===== config.mk =====
export PLATFORM = sky130hd
export DESIGN_NAME = line_median_mean_filter_core
export DESIGN_NICKNAME = d
export VERILOG_FILES = /design/src/rtl/lmmf_pkg.sv /design/src/rtl/line_median_mean_filter_core.sv
export SDC_FILE = /design/constraint.sdc
export NUM_CORES = 1
export LEC_CHECK = 0
export ABC_AREA = 1
export BUFFER_PORTS_ARGS = -buffer_cell sky130_fd_sc_hd__buf_4
export CORE_ASPECT_RATIO = 1.5
export CORE_MARGIN = 2
export CORE_UTILIZATION = 30
export DETAILED_ROUTE_END_ITERATION = 6
export PLACE_DENSITY_LB_ADDON = 0.08
export RECOVER_POWER = 100
export SYNTH_ARGS = -nofsm -noshare
export SYNTH_HDL_FRONTEND = slang
export SYNTH_SLANG_ARGS = --single-unit

===== constraint.sdc =====
create_clock -name clk -period 20 [get_ports clk]
set_clock_uncertainty 0.05 [all_clocks]
set_input_delay 3 -clock clk [delete_from_list [all_inputs] [get_ports clk]]
set_output_delay 3 -clock clk [all_outputs]
set_load 0.03 [all_outputs]

===== src/rtl/lmmf_pkg.sv =====
package lmmf_pkg;

  localparam int SAMPLE_WIDTH    = 16;
  localparam int CFG_WIDTH       = 4;
  localparam int CFG_INDEX_WIDTH = 2;

  typedef enum logic [CFG_INDEX_WIDTH-1:0] {
    CFG_KERNEL_SIZE = 2'd0,
    CFG_PAD_MODE    = 2'd1,
    CFG_FILTER_MODE = 2'd2
  } cfg_index_t;

  typedef struct packed {
    logic signed [SAMPLE_WIDTH-1:0] sample_in;
    logic                           last_in;
  } in_item_t;

  typedef struct packed {
    logic signed [SAMPLE_WIDTH-1:0] filtered_sample;
    logic                           last_out;
  } out_item_t;

endpackage


===== src/rtl/line_median_mean_filter_core.sv =====
// Sliding-window median or mean filter over lines of signed samples. Every input
// transaction shifts one sample into the window store and then produces zero or more
// output transactions: one as soon as the window to the right of a position is full,
// and on the sample marked last, all positions still pending. The block handles one
// input sample at a time and holds in_stall high while it works on it, stepping through
// the window positions it considers in turn. A median output fills a window of K taps;
// then a single comparator counts the samples below and equal to one candidate at a
// time, ranking the candidates in turn until one is the median, which is emitted. A mean
// output fills the window and its sum, takes one setup step and 20 steps of a bit-serial
// restoring divider at the default sizes, and emits the quotient. A finished output
// waits in the output register without holding up further work until the next result
// is ready. Configuration writes are taken at any time and must only happen while the
// block is idle.
module line_median_mean_filter_core #(
  parameter int MAX_KERNEL = 15
) (
  input  logic                                clk,
  input  logic                                rst,
  input  logic                                cfg_write_enable,
  input  logic [lmmf_pkg::CFG_INDEX_WIDTH-1:0] cfg_index,
  input  logic [lmmf_pkg::CFG_WIDTH-1:0]       cfg_data,
  input  logic                                in_valid,
  output logic                                in_stall,
  input  lmmf_pkg::in_item_t                  in_item,
  output logic                                out_valid,
  input  logic                                out_stall,
  output lmmf_pkg::out_item_t                 out_item
);
  import lmmf_pkg::*;

  localparam int KW  = $clog2(MAX_KERNEL + 1);
  localparam int IW  = (MAX_KERNEL > 1) ? $clog2(MAX_KERNEL) : 1;
  localparam int SW  = SAMPLE_WIDTH + KW;
  localparam int DCW = $clog2(SW + 1);

  typedef enum logic [3:0] {
    IDLE,
    PAD,
    CHECK,
    FILL,
    DIV_SETUP,
    DIVIDE,
    SEL_LOAD,
    SEL_CMP,
    SEL_CHECK,
    EMIT
  } state_t;

  state_t state;

  logic [CFG_WIDTH-1:0] kernel_size;
  logic                 pad_mode;
  logic                 filter_mode;

  logic signed [SAMPLE_WIDTH-1:0] store [MAX_KERNEL];
  logic signed [SAMPLE_WIDTH-1:0] win   [MAX_KERNEL];
  logic [KW-1:0]                  seen_count;
  logic                           line_open;

  logic [KW-1:0]                  seen;
  logic                           last;
  logic signed [SAMPLE_WIDTH-1:0] newest;
  logic signed [SAMPLE_WIDTH-1:0] oldest;
  logic [KW-1:0]                  t;
  logic [KW-1:0]                  i;
  logic [KW-1:0]                  j;
  logic [KW-1:0]                  cand_idx;
  logic signed [SAMPLE_WIDTH-1:0] cand;
  logic [KW-1:0]                  less;
  logic [KW-1:0]                  equal;
  logic signed [SW-1:0]           sum;
  logic                           neg;
  logic [SW-1:0]                  quo;
  logic [KW:0]                    rem;
  logic [DCW-1:0]                 div_count;
  logic signed [SAMPLE_WIDTH-1:0] result;

  logic [KW-1:0]                  k_eff;
  logic [KW-1:0]                  k_m1;
  logic [KW-1:0]                  left;
  logic [KW-1:0]                  right;
  logic [KW-1:0]                  tmax;
  logic [KW-1:0]                  seen_prev;
  logic [KW-1:0]                  seen_next;
  logic [KW-1:0]                  seen_m1;
  logic [KW:0]                    offset;
  logic [KW-1:0]                  tap_dist;
  logic signed [SAMPLE_WIDTH-1:0] tap_value;
  logic signed [SW-1:0]           sum_next;
  logic [KW-1:0]                  win_addr;
  logic signed [SAMPLE_WIDTH-1:0] win_data;
  logic [KW:0]                    trial;
  logic                           trial_ge;
  logic [KW:0]                    less_equal;
  logic [SAMPLE_WIDTH-1:0]        quo_low;
  logic                           out_free;
  logic                           in_accept;

  assign in_stall  = (state != IDLE);
  assign in_accept = in_valid && !in_stall;
  assign out_free  = !out_valid || !out_stall;

  always_comb begin
    if (kernel_size == '0) begin
      k_eff = KW'(1);
    end else if (int'(kernel_size) > MAX_KERNEL) begin
      k_eff = KW'(MAX_KERNEL);
    end else begin
      k_eff = KW'(kernel_size);
    end
  end

  assign k_m1  = k_eff - KW'(1);
  assign left  = k_eff >> 1;
  assign right = k_m1 - left;
  assign tmax  = last ? right : '0;

  always_comb begin
    seen_prev = line_open ? seen_count : '0;
    if (seen_prev > k_eff) begin
      seen_prev = k_eff;
    end
    seen_next = (seen_prev < k_eff) ? seen_prev + KW'(1) : seen_prev;
  end

  assign seen_m1 = seen - KW'(1);

  assign offset   = {1'b0, t} + {1'b0, i};
  assign tap_dist = k_m1 - offset[KW-1:0];

  always_comb begin
    if (offset > {1'b0, k_m1}) begin
      tap_value = pad_mode ? newest : '0;
    end else if (tap_dist >= seen) begin
      tap_value = pad_mode ? oldest : '0;
    end else begin
      tap_value = store[tap_dist[IW-1:0]];
    end
  end

  assign sum_next = sum + {{KW{tap_value[SAMPLE_WIDTH-1]}}, tap_value};

  assign win_addr = (state == SEL_LOAD) ? cand_idx : j;
  assign win_data = win[win_addr[IW-1:0]];

  assign trial    = {rem[KW-1:0], quo[SW-1]};
  assign trial_ge = trial >= {1'b0, k_eff};

  assign less_equal = {1'b0, less} + {1'b0, equal};
  assign quo_low    = quo[SAMPLE_WIDTH-1:0];

  always_ff @(posedge clk) begin
    if (rst) begin
      state       <= IDLE;
      kernel_size <= CFG_WIDTH'(3);
      pad_mode    <= 1'b0;
      filter_mode <= 1'b0;
      seen_count  <= '0;
      line_open   <= 1'b0;
      out_valid   <= 1'b0;
    end else begin
      if (cfg_write_enable) begin
        case (cfg_index)
          CFG_KERNEL_SIZE: kernel_size <= cfg_data;
          CFG_PAD_MODE:    pad_mode    <= cfg_data[0];
          CFG_FILTER_MODE: filter_mode <= cfg_data[0];
          default: ;
        endcase
      end

      if (out_valid && !out_stall && state != EMIT) begin
        out_valid <= 1'b0;
      end

      case (state)
        IDLE: begin
          if (in_accept) begin
            store[0] <= in_item.sample_in;
            for (int n = 1; n < MAX_KERNEL; n++) begin
              store[n] <= store[n-1];
            end
            newest     <= in_item.sample_in;
            last       <= in_item.last_in;
            seen       <= seen_next;
            seen_count <= in_item.last_in ? '0 : seen_next;
            line_open  <= !in_item.last_in;
            t          <= '0;
            state      <= PAD;
          end
        end
        PAD: begin
          oldest <= store[seen_m1[IW-1:0]];
          state  <= CHECK;
        end
        CHECK: begin
          if (t > tmax) begin
            state <= IDLE;
          end else if (({1'b0, t} + {1'b0, seen}) <= {1'b0, right}) begin
            t <= t + KW'(1);
          end else begin
            i     <= '0;
            sum   <= '0;
            state <= FILL;
          end
        end
        FILL: begin
          win[i[IW-1:0]] <= tap_value;
          sum            <= sum_next;
          i              <= i + KW'(1);
          if (i == k_m1) begin
            cand_idx <= '0;
            state    <= filter_mode ? DIV_SETUP : SEL_LOAD;
          end
        end
        DIV_SETUP: begin
          neg       <= sum[SW-1];
          quo       <= sum[SW-1] ? SW'(-sum) : SW'(sum);
          rem       <= '0;
          div_count <= '0;
          state     <= DIVIDE;
        end
        DIVIDE: begin
          rem       <= trial_ge ? trial - {1'b0, k_eff} : trial;
          quo       <= {quo[SW-2:0], trial_ge};
          div_count <= div_count + DCW'(1);
          if (div_count == DCW'(SW - 1)) begin
            state <= EMIT;
          end
        end
        SEL_LOAD: begin
          cand  <= win_data;
          j     <= '0;
          less  <= '0;
          equal <= '0;
          state <= SEL_CMP;
        end
        SEL_CMP: begin
          if (win_data < cand) begin
            less <= less + KW'(1);
          end else if (win_data == cand) begin
            equal <= equal + KW'(1);
          end
          j <= j + KW'(1);
          if (j == k_m1) begin
            state <= SEL_CHECK;
          end
        end
        SEL_CHECK: begin
          if ((less <= left && {1'b0, left} < less_equal) || cand_idx == k_m1) begin
            result <= cand;
            state  <= EMIT;
          end else begin
            cand_idx <= cand_idx + KW'(1);
            state    <= SEL_LOAD;
          end
        end
        EMIT: begin
          if (out_free) begin
            out_valid                <= 1'b1;
            out_item.filtered_sample <= filter_mode ?
                                        (neg ? -quo_low : quo_low) : result;
            out_item.last_out        <= last && (t == tmax);
            t                        <= t + KW'(1);
            state                    <= CHECK;
          end
        end
        default: state <= IDLE;
      endcase
    end
  end

endmodule

==> impl_metrics.py <==
metrics = {
    "timing": {
        "grt_setup_unrepaired": "no",
        "tightestPinTransition_ns": 4.16,
        "slew_headroom_pct": -177,
        "finalCriticalPeriod_ns": 12.22,
        "finalSetupViolCount": 0,
        "post-route-period-util_pct": 61.1,
        "drv_slew": 823,
        "hold_viol_final": 0,
        "final.setup.tns_ns": 0,
        "max_clock_freq_ghz": 0.0818,
    },
    "pwr": {
        "powerDensity_nw_per_um2": 149,
        "irDropWorstVdd_v": 0.0000914,
        "p_leak_nw": 12.5,
    },
    "clock_network": {
        "cts_resized": 0,
        "numCtsBuffers": 72,
        "cts_hold_buf": 0,
        "worstSkewPairLatency_ns": 0.65,
        "clockBufferDepth": 3,
        "cts.sinks": 656,
        "cts_tree": "built",
        "clkTransAtPathRegs_ns": 0.06,
        "post_cts.repair.setup_buffers": 0,
        "clockRootBuffer": "clkbuf_16",
        "cts_max_level": 3,
    },
    "detailed_routing": {
        "drt-pass1-iter-count": 5,
        "routed_via_density": 5.13,
        "dr_total_vias": 23100,
        "antenna_left": 0,
        "drt_wl_total_um": 98300,
        "drtIter0Drc": 1719,
        "drcViolationCount": 0,
        "post_drt_wl_per_cell_um": 21.9,
    },
    "placed_design": {
        "dpl.hpwl_um": 61200,
        "port_buffers": 46,
        "gp_congestion": 0.832,
        "dp_cells": 4367,
    },
    "logic_synthesis": {
        "synth_edf_count": 640,
        "ys_seq_area_share_pct": 61.4,
        "async_flop_share_pct": 0,
        "ys_seq_elements": 656,
        "synth_nets": 3160,
        "netlist_area_um2": 31800,
        "postSynthCellCount": 3029,
        "synth_flop_cell": "edfxtp_1",
        "yosys_warnings": 0,
        "synth_cell_types": 52,
        "synth.avg_cell_area_um2": 10.5,
    },
    "final_layout": {
        "fillers": 10600,
        "nets": 3166,
        "final_common_cell": "edfxtp_1",
        "final_cells": 4499,
        "drive_gt1_share_pct": 5.82,
        "diodes": 0,
        "layout.area.seq_um2": 19500,
        "multiInputGateArea_um2": 10800,
        "syn2layout_area_growth_pct": 12.9,
        "final_cell_mix": "640 x edfxtp_1, 447 x o21ai_0, 413 x nand2_1, 387 x nor2_1, 186 x inv_1",
    },
    "grt": {
        "gr-usage-met3_pct": 2.17,
        "grt-ovfl-total": 0,
        "grt_pass1_wl_um": 148000,
        "antenna_found_initial": 0,
        "grt_pass1_vias": 23700,
        "grt_max_degree": 84,
        "gr-usage-met2_pct": 33.7,
        "gr-max-usage-layer": "met2",
        "met1_usage_pct": 20.6,
        "grt_use_total_pct": 17.9,
    },
    "critical_path": {
        "reg2reg_depth": 21,
        "crit_type": "in2reg",
        "r2r_slack_ns": 9.44,
        "start_kind": "primary input",
        "r2r-start": "state[2]",
        "cp-end-kind": "flip-flop",
        "cp.required_ns": 20.22,
        "crit_arrival_ns": 12.44,
        "timing.rr.end": "equal[1]",
        "path_max_fanout": 75,
    },
    "floorplan": {
        "initial_utilization_pct": 30.2,
        "io_pins": 47,
        "placementRows": 146,
        "dieWidth_um": 270,
        "die-area_um2": 109000,
        "die_h_um": 403,
        "design.core.area_um2": 105000,
    },
    "min_path": {
        "holdPathEnd": "store[7][4]",
        "hold_path_class": "reg2reg",
        "hold_depth": 0,
        "min-delay-start": "store[6][4]",
    },
    "run_status": {
        "violations": "max-capacitance violations, max-slew violations",
        "status": "complete, but fails checks",
    },
    "run": {
        "drv_cap": 30,
    },
}
[cells by family after synthesis]
group,synth area share (%)
flip-flops,61.4
AO/OA/AOI/OAI,15.9
AND/OR/NAND/NOR,12.4
XOR/XNOR,1.60
buffers and inverters,4.54
adder cells (fa/ha/maj),4.19
[through the flow]
stage	hold slack (ns)	cell area (um2)	power, mW	utilization (%)	setup slack [ns]
2_1_floorplan	0.374	31800	3.24	-	5.72
3_3_place_gp	0.379	33800	3.93	32.1	12.76
3_5_place_dp	0.382	33800	3.96	32.1	12.57
4_1_cts	0.395	36400	5.46	34.5	12.78
5_1_grt	0.413	35900	5.68	34.1	6.74
6_report	0.396	35900	5.34	34.1	7.78
[layout make-up]
class                      count  share of cell area (%)
tap                         1406                    4.90
timing repair buffer          98                    1.38
multi-input combinational   2015                    30.1
inverter                     192                    2.01
clock inverter                46                    1.95
clock buffer                  86                    5.25
sequential                   656                    54.4
[worst max-delay path, stage by stage]
cell,delay (ns)
clkbuf_1,0.49
nor2_1,1.85
clkbuf_1,3.02
clkbuf_1,2.79
buf_4,1.07
[how the worst max path moves through the flow]
| stage | slack, ns | start | to | cells after the start |
|---|---|---|---|---|
| after floorplan | 5.72 | rst | store[0][0] | 3 |
| after global placement | 12.76 | in_valid | store[1][14] | 6 |
| after detailed placement | 12.57 | in_valid | store[0][14] | 6 |
| after CTS | 12.78 | i[0] | sum[15] | 31 |
| after global routing | 6.74 | rst | store[2][8] | 5 |
| final | 7.78 | rst | store[2][10] | 5 |
[synthesized netlist by cell type (7+ instances only)]
library cell / n / area share (%)
nand3_1: 89 / 1.4
nand4_1: 10 / 0.20
nand2_1: 408 / 4.8
buf_6: 7 / 0.25
nor3_1: 26 / 0.41
buf_2: 26 / 0.41
a211oi_1: 7 / 0.17
nand2_2: 13 / 0.26
edfxtp_1: 640 / 60
o221ai_1: 23 / 0.63
xnor2_1: 21 / 0.58
nor2_1: 386 / 4.6
ha_1: 97 / 3.8
o211ai_1: 96 / 2.3
dfxtp_1: 16 / 1.0
inv_1: 184 / 2.2
o21ai_0: 439 / 6.9
buf_1: 10 / 0.12
clkbuf_1: 119 / 1.4
o22ai_1: 81 / 1.6
o21ai_1: 15 / 0.24
a31oi_1: 24 / 0.47
a21oi_1: 181 / 2.8
xor2_1: 37 / 1.0
[per-layer routing]
metal / vias up / part of all wire (%) / wire [um]
met5: - / 0 / 0
met4: 0 / 2.9 / 2820
met3: 157 / 3.9 / 3870
met2: 570 / 53 / 51900
met1: 11500 / 40 / 39700
li1: 10900 / - / -
[sequential cells by signal, summed over array words and instances (netlist names), 5 cells and up]
register	count
newest	16
cand	16
store	240
oldest	16
out_item	17
div_count	5
win	240
result	16
sum	20
quo	20
[power breakdown]
part	internal, mW	switching (mW)
Clock	0.888	0.596
Sequential	1.88	0.0827
Combinational	0.492	1.41
Total	3.26	2.08
Power figures use the tool's default switching activity.
